[config.mk]
export PLATFORM = sky130hd
export DESIGN_NAME = spd_alloc
export DESIGN_NICKNAME = d
export VERILOG_FILES = /design/src/sv/spd_pkg.sv /design/src/sv/spd_alloc.sv
export SDC_FILE = /design/constraint.sdc
export NUM_CORES = 1
export LEC_CHECK = 0
export BUFFER_PORTS_ARGS = -buffer_cell sky130_fd_sc_hd__buf_4
export CAP_MARGIN = 30
export CORE_UTILIZATION = 53
export CTS_CLUSTER_DIAMETER = 100
export CTS_CLUSTER_SIZE = 24
export DETAILED_ROUTE_END_ITERATION = 7
export GPL_TIMING_DRIVEN = 1
export MAX_ROUTING_LAYER = met4
export PLACE_DENSITY = 0.75
export SKIP_LAST_GASP = 1
export SYNTH_ARGS = -nofsm -noshare
export SYNTH_HDL_FRONTEND = slang
export SYNTH_SLANG_ARGS = --single-unit
[constraint.sdc]
create_clock -name clk -period 2.99 [get_ports clk]
set_clock_uncertainty 0.1 [all_clocks]
set_input_delay 0.4485 -clock clk [delete_from_list [all_inputs] [get_ports clk]]
set_output_delay 0.4485 -clock clk [all_outputs]
set_load 0.02 [all_outputs]
[src/sv/spd_pkg.sv]
// Shared types and constants of the slotted page directory.
`timescale 1ns / 1ps

package spd_pkg;

	// Fixed field widths of the request and result beats.
	localparam int OP_W      = 4;
	localparam int PAGE_W    = 32;
	localparam int SLOT_IN_W = 10;
	localparam int SIZE_W    = 13;
	localparam int STATUS_W  = 3;
	localparam int ITER_W    = 12;

	// Each slot entry takes four bytes of the page.
	localparam int SLOT_BYTES = 4;

	// Iterator marks: before the first slot, and the saturation point.
	localparam logic [ITER_W-1:0] ITER_BEFORE = 12'hFFF;
	localparam logic [ITER_W-1:0] ITER_LAST   = 12'hFFE;

	localparam logic [OP_W-1:0] OP_FORMAT     = 4'd0;
	localparam logic [OP_W-1:0] OP_CAN_FIT    = 4'd1;
	localparam logic [OP_W-1:0] OP_INSERT     = 4'd2;
	localparam logic [OP_W-1:0] OP_GET        = 4'd3;
	localparam logic [OP_W-1:0] OP_GET_SIZE   = 4'd4;
	localparam logic [OP_W-1:0] OP_DELETE     = 4'd5;
	localparam logic [OP_W-1:0] OP_UPDATE     = 4'd6;
	localparam logic [OP_W-1:0] OP_ITER_RESET = 4'd7;
	localparam logic [OP_W-1:0] OP_ITER_NEXT  = 4'd8;

	localparam logic [STATUS_W-1:0] ST_OK     = 3'd0;
	localparam logic [STATUS_W-1:0] ST_PAGE   = 3'd1;
	localparam logic [STATUS_W-1:0] ST_RANGE  = 3'd2;
	localparam logic [STATUS_W-1:0] ST_UNUSED = 3'd3;
	localparam logic [STATUS_W-1:0] ST_SIZE   = 3'd4;
	localparam logic [STATUS_W-1:0] ST_SPACE  = 3'd5;

	typedef enum logic [2:0] {
		S_IDLE,
		S_EXEC,
		S_PLACE,
		S_ITRD,
		S_ITCHK
	} state_t;

	// Commands from the sequencer to the space allocator.
	typedef struct packed {
		logic fmt;
		logic place;
	} alloc_cmd_t;

	// Space answers from the allocator for the current request size.
	typedef struct packed {
		logic fits;
		logic room;
	} alloc_sts_t;

endpackage

[src/sv/spd_alloc.sv]
// Page header registers (record count, floor, ceiling) and the space check.
`timescale 1ns / 1ps

module spd_alloc #(
	parameter int PAGE_BYTES   = 4096,
	parameter int HEADER_BYTES = 8,
	parameter int MAX_SLOTS    = 1024
) (
	input  logic                                clk,
	input  logic                                arst_n,
	input  logic [spd_pkg::SIZE_W-1:0]          size,
	input  spd_pkg::alloc_cmd_t                 cmd,
	output spd_pkg::alloc_sts_t                 sts,
	output logic [$clog2(MAX_SLOTS+1)-1:0]      count,
	output logic [$clog2(PAGE_BYTES+1)-1:0]     place_off
);
	import spd_pkg::*;

	localparam int CNT_W = $clog2(MAX_SLOTS + 1);
	localparam int OFF_W = $clog2(PAGE_BYTES + 1);
	localparam int CMP_W = ((OFF_W > SIZE_W + 1) ? OFF_W : SIZE_W + 1) + 1;

	logic [CNT_W-1:0]  count_q;
	logic [OFF_W-1:0]  floor_q;
	logic [OFF_W-1:0]  ceil_q;
	logic [OFF_W-1:0]  gap;
	logic [SIZE_W:0]   need;

	// The floor never passes the ceiling, so the gap is never negative, and a
	// gap that holds size plus one slot also implies size is within the ceiling.
	assign gap       = ceil_q - floor_q;
	assign need      = {1'b0, size} + (SIZE_W + 1)'(SLOT_BYTES);
	assign sts.fits  = CMP_W'(gap) >= CMP_W'(need);
	assign sts.room  = sts.fits && (count_q < CNT_W'(MAX_SLOTS));
	assign place_off = ceil_q - OFF_W'(size);
	assign count     = count_q;

	always_ff @(posedge clk or negedge arst_n) begin
		if (!arst_n) begin
			count_q <= '0;
			floor_q <= OFF_W'(HEADER_BYTES);
			ceil_q  <= OFF_W'(PAGE_BYTES);
		end else if (cmd.fmt) begin
			count_q <= '0;
			floor_q <= OFF_W'(HEADER_BYTES);
			ceil_q  <= OFF_W'(PAGE_BYTES);
		end else if (cmd.place) begin
			count_q <= count_q + CNT_W'(1);
			floor_q <= floor_q + OFF_W'(SLOT_BYTES);
			ceil_q  <= place_off;
		end
	end

endmodule

# --- After elaboration in Yosys (flattened, before gate mapping) ---
# Cells that the tools add are included.
word_totals:
  regBits: 37
  input_bits: 17
  elab_cells: 18
op_classes:
  n_addsub: 5
  magnitude_cmp: 2
  muxes: 6
  reduce_logical: 2
ops:
  columns: ["operator", "count"]
  rows:
  - ["$mux W13", 4]
  - ["$sub A13 B13 Y13", 2]
  - ["$mux W11", 2]
  - ["$add A13 B3 Y14 const B", 1]
  - ["$ge A13 B14 Y1", 1]
  - ["$add A13 B3 Y13 const B", 1]
  - ["$add A11 B1 Y11 const B", 1]
  - ["$lt A11 B11 Y1 const B", 1]
  - ["$reduce_bool A2 Y1", 1]
  - ["$logic_and A1 B1 Y1", 1]

# --- Depth between registers and ports, before layout ---
# Gate-level depths: netlist (run 1).
logic_depth:
  word_depth: 3
  ltp_mapped: 14

# --- Worst setup path after synthesis (run 1) ---
# OpenSTA, ideal clock, no wires.
synth_timing:
  path_kind: "flip-flop to output port"
  startpoint: "reg floor_q[3]"
  endpoint: "out sts[0] (netlist name)"
  arrival_time_ns: 3.089
  required_ns: 2.442
  slack_ns: -0.647
  stages_incl_launch_ff: 14
  cell_sequence: "dfstp_2 > inv_1 > ha_1 > o21a_1 > o21a_1 > a21bo_1 > a311o_1 > a21oi_1 > xnor2_1 > ha_1 > nand4_1 > a211oi_1 > a21oi_1 > nor3_1"
synth_rtl:
  columns: ["element", "line", "text"]
  rows:
  - ["from (decl)", "spd_alloc.sv:24", "logic [OFF_W-1:0] floor_q;"]
  - ["from (signal assigned)", "spd_alloc.sv:41", "floor_q <= OFF_W'(HEADER_BYTES);"]
  - ["from (signal assigned)", "spd_alloc.sv:45", "floor_q <= OFF_W'(HEADER_BYTES);"]
  - ["from (signal assigned)", "spd_alloc.sv:49", "floor_q <= floor_q + OFF_W'(SLOT_BYTES);"]
  - ["to (decl)", "spd_alloc.sv:13", "output spd_pkg::alloc_sts_t sts,"]

==> results of run 1 <==
==> cell usage in the layout, fill, tap and decap left out, types with 3 or more instances in the layout <==
| master | instances |
|---|---|
| mux2i_1 | 9 |
| o21ai_2 | 3 |
| dfrtp_1 | 32 |
| nand2b_1 | 4 |
| inv_1 | 29 |
| a22o_1 | 3 |
| inv_2 | 6 |
| a21oi_2 | 8 |
| nand3b_1 | 4 |
| nand4_1 | 9 |
| ha_4 | 7 |
| a21o_1 | 7 |
| xnor2_1 | 29 |
| buf_6 | 3 |
| xor2_1 | 15 |
| nor3b_1 | 3 |
| nor2b_1 | 3 |
| ha_1 | 32 |
| clkbuf_8 | 5 |
| nor3_1 | 8 |
| nand2_1 | 19 |
| nor4b_1 | 3 |
| and3_1 | 7 |
| nand3_1 | 8 |
| or3_1 | 5 |
| buf_4 | 94 |
| a21oi_1 | 14 |
| nor2_1 | 34 |
| o21ai_1 | 3 |
| o21ai_0 | 12 |
==> power by group <==
group / leakage, nW / internal, mW / total, mW / switching, mW
registers: 0.469 / 0.514 / 0.546 / 0.0317
logic: 1.54 / 0.857 / 1.77 / 0.910
clock network: 0.0412 / 0.163 / 0.342 / 0.179
total: 2.05 / 1.53 / 2.66 / 1.12
==> worst max path at each step <==
stage / endpoint / start / depth (start not counted) / slack (ns)
2_1_floorplan: sts[0] / floor_q[2] / 13 / -0.42
6_report: sts[0] / floor_q[3] / 14 / -0.73
3_5_place_dp: sts[0] / floor_q[3] / 15 / -0.59
3_3_place_gp: sts[0] / floor_q[3] / 15 / -0.49
5_1_grt: sts[0] / floor_q[3] / 14 / -0.86
4_1_cts: sts[0] / ceil_q[2] / 13 / -0.70
==> area by class of cell <==
cell class / count / area share (%)
Tap cell: 72 / 2.109
Clock buffer: 6 / 1.699
Inverter: 35 / 3.076
Timing Repair Buffer: 97 / 17.31
Sequential cell: 35 / 20.59
Multi-Input combinational cell: 292 / 54.92
Clock inverter: 2 / 0.2929
==> timing repair <==
action,4_1_cts,5_1_grt
endpoints found under the setup margin,7,8
buffers inserted,7,3
hold buffers,0,0
gates resized for setup,24,8
pin swaps,45,8
hold endpoints to repair,0,0
==> critical path: cells and delay by family (launching register included) <==
| family | cells | cell delay [ns] |
|---|---|---|
| compound gates | 7 | 1.28 |
| flops | 1 | 0.54 |
| fa+ha+maj | 2 | 0.54 |
| simple gates | 2 | 0.23 |
| buf+inv | 2 | 0.21 |
| xor+xnor | 1 | 0.10 |
==> stage by stage <==
| stage | setup TNS (ns) | instances |
|---|---|---|
| finish | -1.443 | 539 |
| global route | -1.963 | 539 |
| CTS | -1.359 | 537 |
| detailed placement | -1.218 | 522 |
| global placement | -0.9893 | 522 |
| floorplan | -0.7309 | 372 |
==> state kept, by name (all words and copies together), names as in the netlist <==
name     flops
ceil_q      13
count       11
floor_q     11
==> synthesized netlist by cell type (all sizes together), types with 4 or more instances <==
master  number  area share [%]
a21o         8             1.9
nand4        9             1.8
buf          5             1.3
nand3b       4            0.94
nand2       19             2.2
mux2i        9             2.8
xor2        15             4.1
a21oi       23             3.6
or3          5            0.97
nor3         9             1.4
and3         7             1.4
o21ai       18             3.0
xnor2       31             8.5
nor2        35             4.1
nand3       10             1.6
inv         35             4.1
nor2b        5            0.97
clkbuf       5            0.58
ha          39              15
dfrtp       33              26
nand2b       4            0.78
a211oi       4             1.1
==> routing by layer <==
layer / vias up / GRT usage [%]
li1: 1501 / -
met1: 1432 / 33.69
met2: 66 / 50.68
met3: 21 / 4.343
met4: 0 / 10.00
met5: - / -
==> cells by family (layout without fill, tap and decap cells) <==
group	after synthesis	after routing	share of synthesized area (%)
XOR/XNOR	46	46	12.55
flip-flops	35	35	27.37
multiplexers	9	9	2.807
buffers and inverters	45	140	6.004
AND/OR/NAND/NOR	120	120	19.30
AO/OA/AOI/OAI	76	76	16.02
adder cells (fa/ha/maj)	40	40	15.83
other	1	1	0.1168
==> results.cfg, run 1 <==
[drt]
vias = 3020
first_iter_violations = 166
wl_per_cell_um = 15.57
drc = 0
ant_nets = 0
vias_per_cell = 5.603
top_layer_used = met4
wl_met1_um = 3590
dr.pass1.iters = 4
wl_met2_um = 4299
drt_wl_total_um = 8391
wl_met3_um = 294

[global_routing]
grt_first_pass_wirelength_um = 13830
grt_usage_pct = 28.93
grt_start_max_net_pins = 37
first_global_vias = 3007
antenna_found_initial = 0
gr-total-overflow = 0

[synthesis]
synth_warnings = 0
ys_ff_latch = 35
syn_nets = 429
yosys_most_used_dff = dfrtp_1
synth_cell_types = 59
synth_async_sr_flop_share_pct = 100.0
avgSynthCellArea_um2 = 8.627
synth_edf_count = 0
synthesis.area_mm2 = 0.003209
synth_seq_area_share_pct = 27.37
syn_inst = 372

[final_layout]
syn_to_final_growth_pct = 33.10
layout-drive-gt1-share_pct = 32.12
multiInputGateArea_mm2 = 0.002346
fill_cells = 425
nNetsFinal = 523
diodes = 0
final_core_util_pct = 75.26
regArea_um2 = 879.6
fin_area_mm2 = 0.004272

[clock_network]
worstSkewPairLatency_ns = 0.29
cts_sinks = 35
clk_path_buf_depth = 2
clk_pin_slew_worst_paths_ns = 0.07
cts_tree = built
cts_buffers = 5
htreeDepth = 2
cts-root-buf = clkbuf_8

[die]
dieArea_mm2 = 0.006370
die_x_um = 79.82
fp-row-count = 27
die_h_um = 79.82
pin_count = 43
core_area_mm2 = 0.005675
initial_utilization_pct = 56.55

[worst_setup_path]
start_kind = flip-flop
slowest_stage = dfstp_2
critical_path.max_stage_delay_ns = 0.54
regToRegEndpoint = ceil_q[12]
crit_fanout = 3
reg2reg_slack_ns = 0.44
end_kind = primary output
reg2reg_from = ceil_q[2]
criticalPathCategory = flip-flop to primary output
crit_arrival_ns = 3.17
required_ns = 2.44
cp_cell_sequence = inv_2 -> ha_4 -> o21a_1 -> o21a_1 -> a21bo_1 -> a311o_1 -> a21oi_2 -> xnor2_1 -> ha_1 -> nand4_1 -> a211oi_2 -> a21oi_2 -> nor3_2 -> buf_4
r2r_cells = 10

[timing]
maxSlewViolCount = 0
hold_viol = 0
worst_slack_ns = -0.7299
slew_headroom_pct = 66.13
fin_crit_sh_pct = 124.4
whs_ns = 0.002322
fmax_mhz = 268.8
tightest_slew_ns = 0.4953
fin_crit_ns = 3.720
grt_setup_unrepaired = true
final-setup-viol-count = 2

[run_status]
violations = negative setup slack
status = finished with violations

[place]
dp_hpwl_um = 6322
post-place-ws_ns = -0.5871
finalWeightedCongestion = 0.8579
portBuffers = 42
place_area_mm2 = 0.003946

[power]
finalPower_mw = 2.655
leakagePower_nw = 2.051
ir_drop_v = 0.0003645
p_per_area_mw_per_mm2 = 621.6

[flow_run]
maxCapViolations = 0

[worst_hold_path]
hold_path.class = primary input to async pin
Note: power is estimated with default switching activity, not from simulation.
==> run 2: changes to the inputs <==
--- a/config.mk
+++ b/config.mk
@@ -13,5 +13,4 @@
 export DETAILED_ROUTE_END_ITERATION = 7
 export GPL_TIMING_DRIVEN = 1
-export MAX_ROUTING_LAYER = met4
 export PLACE_DENSITY = 0.75
 export SKIP_LAST_GASP = 1
--- a/constraint.sdc
+++ b/constraint.sdc
@@ -3,3 +3,3 @@
 set_input_delay 0.4485 -clock clk [delete_from_list [all_inputs] [get_ports clk]]
 set_output_delay 0.4485 -clock clk [all_outputs]
-set_load 0.02 [all_outputs]
+set_load 0.05 [all_outputs]
==> run 2 against run 1 <==
The flow finishes with violations (negative hold slack, negative setup slack). Fmax shrank 2.4%. Setup slack got worse by 0.093 ns. Via count up 6.0%. Worst hold slack got worse by 0.0055 ns. Sequential share of layout area shrank 0.88 points. Final cell count grew 4.3%. Critical path type unchanged. Critical endpoint unchanged.
==> results.cfg, run 2 (same netlist as run 1, synthesis figures left out) <==
[flow_run]
maxCapViolations = 0

[worst_setup_path]
start_kind = flip-flop
regToRegEndpoint = ceil_q[12]
reg2reg_slack_ns = 0.26
end_kind = primary output
r2r_cells = 11
crit_fanout = 3
required_ns = 2.44
crit_arrival_ns = 3.26
criticalPathCategory = flip-flop to primary output
reg2reg_from = ceil_q[3]

[final_layout]
regArea_um2 = 878.3
fill_cells = 391
largest_register_ffs = 13
multiInputGateArea_mm2 = 0.002323
final_common_cell = buf_4
top_register = ceil_q
layout_common_cells = buf_4 (116), nor2_1 (34), ha_1 (33), dfrtp_1 (33), xnor2_1 (30)
syn_to_final_growth_pct = 38.83
diodes = 0
fin_area_mm2 = 0.004456
nNetsFinal = 546
layout-drive-gt1-share_pct = 34.90

[global_routing]
antenna_found_initial = 0
grt_first_pass_wirelength_um = 14590
gr-total-overflow = 0
first_global_vias = 3246
grt_start_max_net_pins = 37
grt_usage_pct = 29.76

[power]
p_per_area_mw_per_mm2 = 692.7
ir_drop_v = 0.0005476
leakagePower_nw = 2.172

[drt]
dr.pass1.iters = 4
vias_per_cell = 5.694
ant_nets = 0
first_iter_violations = 144
wl_per_cell_um = 15.72
drt_wl_total_um = 8833
vias = 3200
drc = 0

[timing]
hold_viol = 3
final-setup-viol-count = 5
whs_ns = -0.003226
fmax_mhz = 262.3
fin_crit_ns = 3.813
worst_slack_ns = -0.8227
fin_crit_sh_pct = 127.5
fin_setup_tns_ns = -1.916
maxSlewViolCount = 0
grt_setup_unrepaired = true

[clock_network]
worstSkewPairLatency_ns = 0.29
cts_buffers = 5
cts-root-buf = clkbuf_8
clk_pin_slew_worst_paths_ns = 0.08
htreeDepth = 2
clk_path_buf_depth = 2
cts_sinks = 35
cts_tree = built

[die]
pin_count = 43
fp-row-count = 27
initial_utilization_pct = 56.55
core_area_mm2 = 0.005675
die_h_um = 79.82
die_x_um = 79.82
dieArea_mm2 = 0.006370

[run_status]
violations = negative hold slack, negative setup slack
status = finished with violations

[worst_hold_path]
hold_path.class = primary input to async pin

[place]
portBuffers = 42
finalWeightedCongestion = 0.8580
dp_hpwl_um = 6338
place_area_mm2 = 0.004076
post-place-ws_ns = -0.6639
## run 2: worst max-delay path by stage
stage | startpoint | endpoint | slack, ns | cells after the start
2_1_floorplan | floor_q[2] | sts[0] | -0.59 | 13
3_3_place_gp | floor_q[3] | sts[0] | -0.60 | 15
3_5_place_dp | floor_q[3] | sts[0] | -0.66 | 15
4_1_cts | floor_q[3] | sts[0] | -0.80 | 14
5_1_grt | floor_q[3] | sts[0] | -0.97 | 14
6_report | floor_q[3] | sts[0] | -0.82 | 14
## run 2: critical path, stage by stage (launching register included)
cell,delay [ns]
dfstp_2,0.55
inv_2,0.05
ha_4,0.22
o21a_1,0.12
o21a_1,0.19
a21bo_1,0.23
a311o_1,0.28
a21oi_2,0.15
xnor2_1,0.09
ha_1,0.32
nand4_1,0.11
a211oi_2,0.23
a21oi_2,0.12
nor3_4,0.14
buf_6,0.18
## run 2: report_power, final
group	internal, mW	switching [mW]	leakage (nW)
combinational	0.916	1.18	1.64
sequential	0.514	0.0302	0.471
clock	0.253	0.192	0.0587
total	1.68	1.40	2.17
## run 2: cell type report
type / count / share of cell area, %
multi-input combinational: 292 / 52.15
timing repair buffer: 120 / 20.56
sequential: 35 / 19.71
inverter: 35 / 2.949
tap: 72 / 2.022
clock buffer: 5 / 1.545
clock inverter: 3 / 1.067
## run 2: metal layers
layer	part of all wire [%]	global-route usage [%]	vias to the layer above	wire (µm)
met5	0	0	-	0
met4	2.6	10.36	0	228
met3	4.1	4.914	23	363
met2	53	54.96	87	4720
met1	40	34.33	1540	3521
li1	-	-	1550	-
## run 2: what timing repair did
action,in CTS,in global routing
pin swaps,37,13
resized for setup,24,3
hold buffers,0,0
buffers inserted,14,6
setup endpoints to repair,8,8
## run 2: per-stage QoR
stage | power (mW) | util, % | std cells
floorplan | 1.844 | - | 372
global placement | 2.333 | 71.83 | 535
detailed placement | 2.388 | 71.83 | 535
CTS | 3.004 | 77.49 | 556
global route | 3.269 | 78.51 | 562
finish | 3.086 | 78.51 | 562
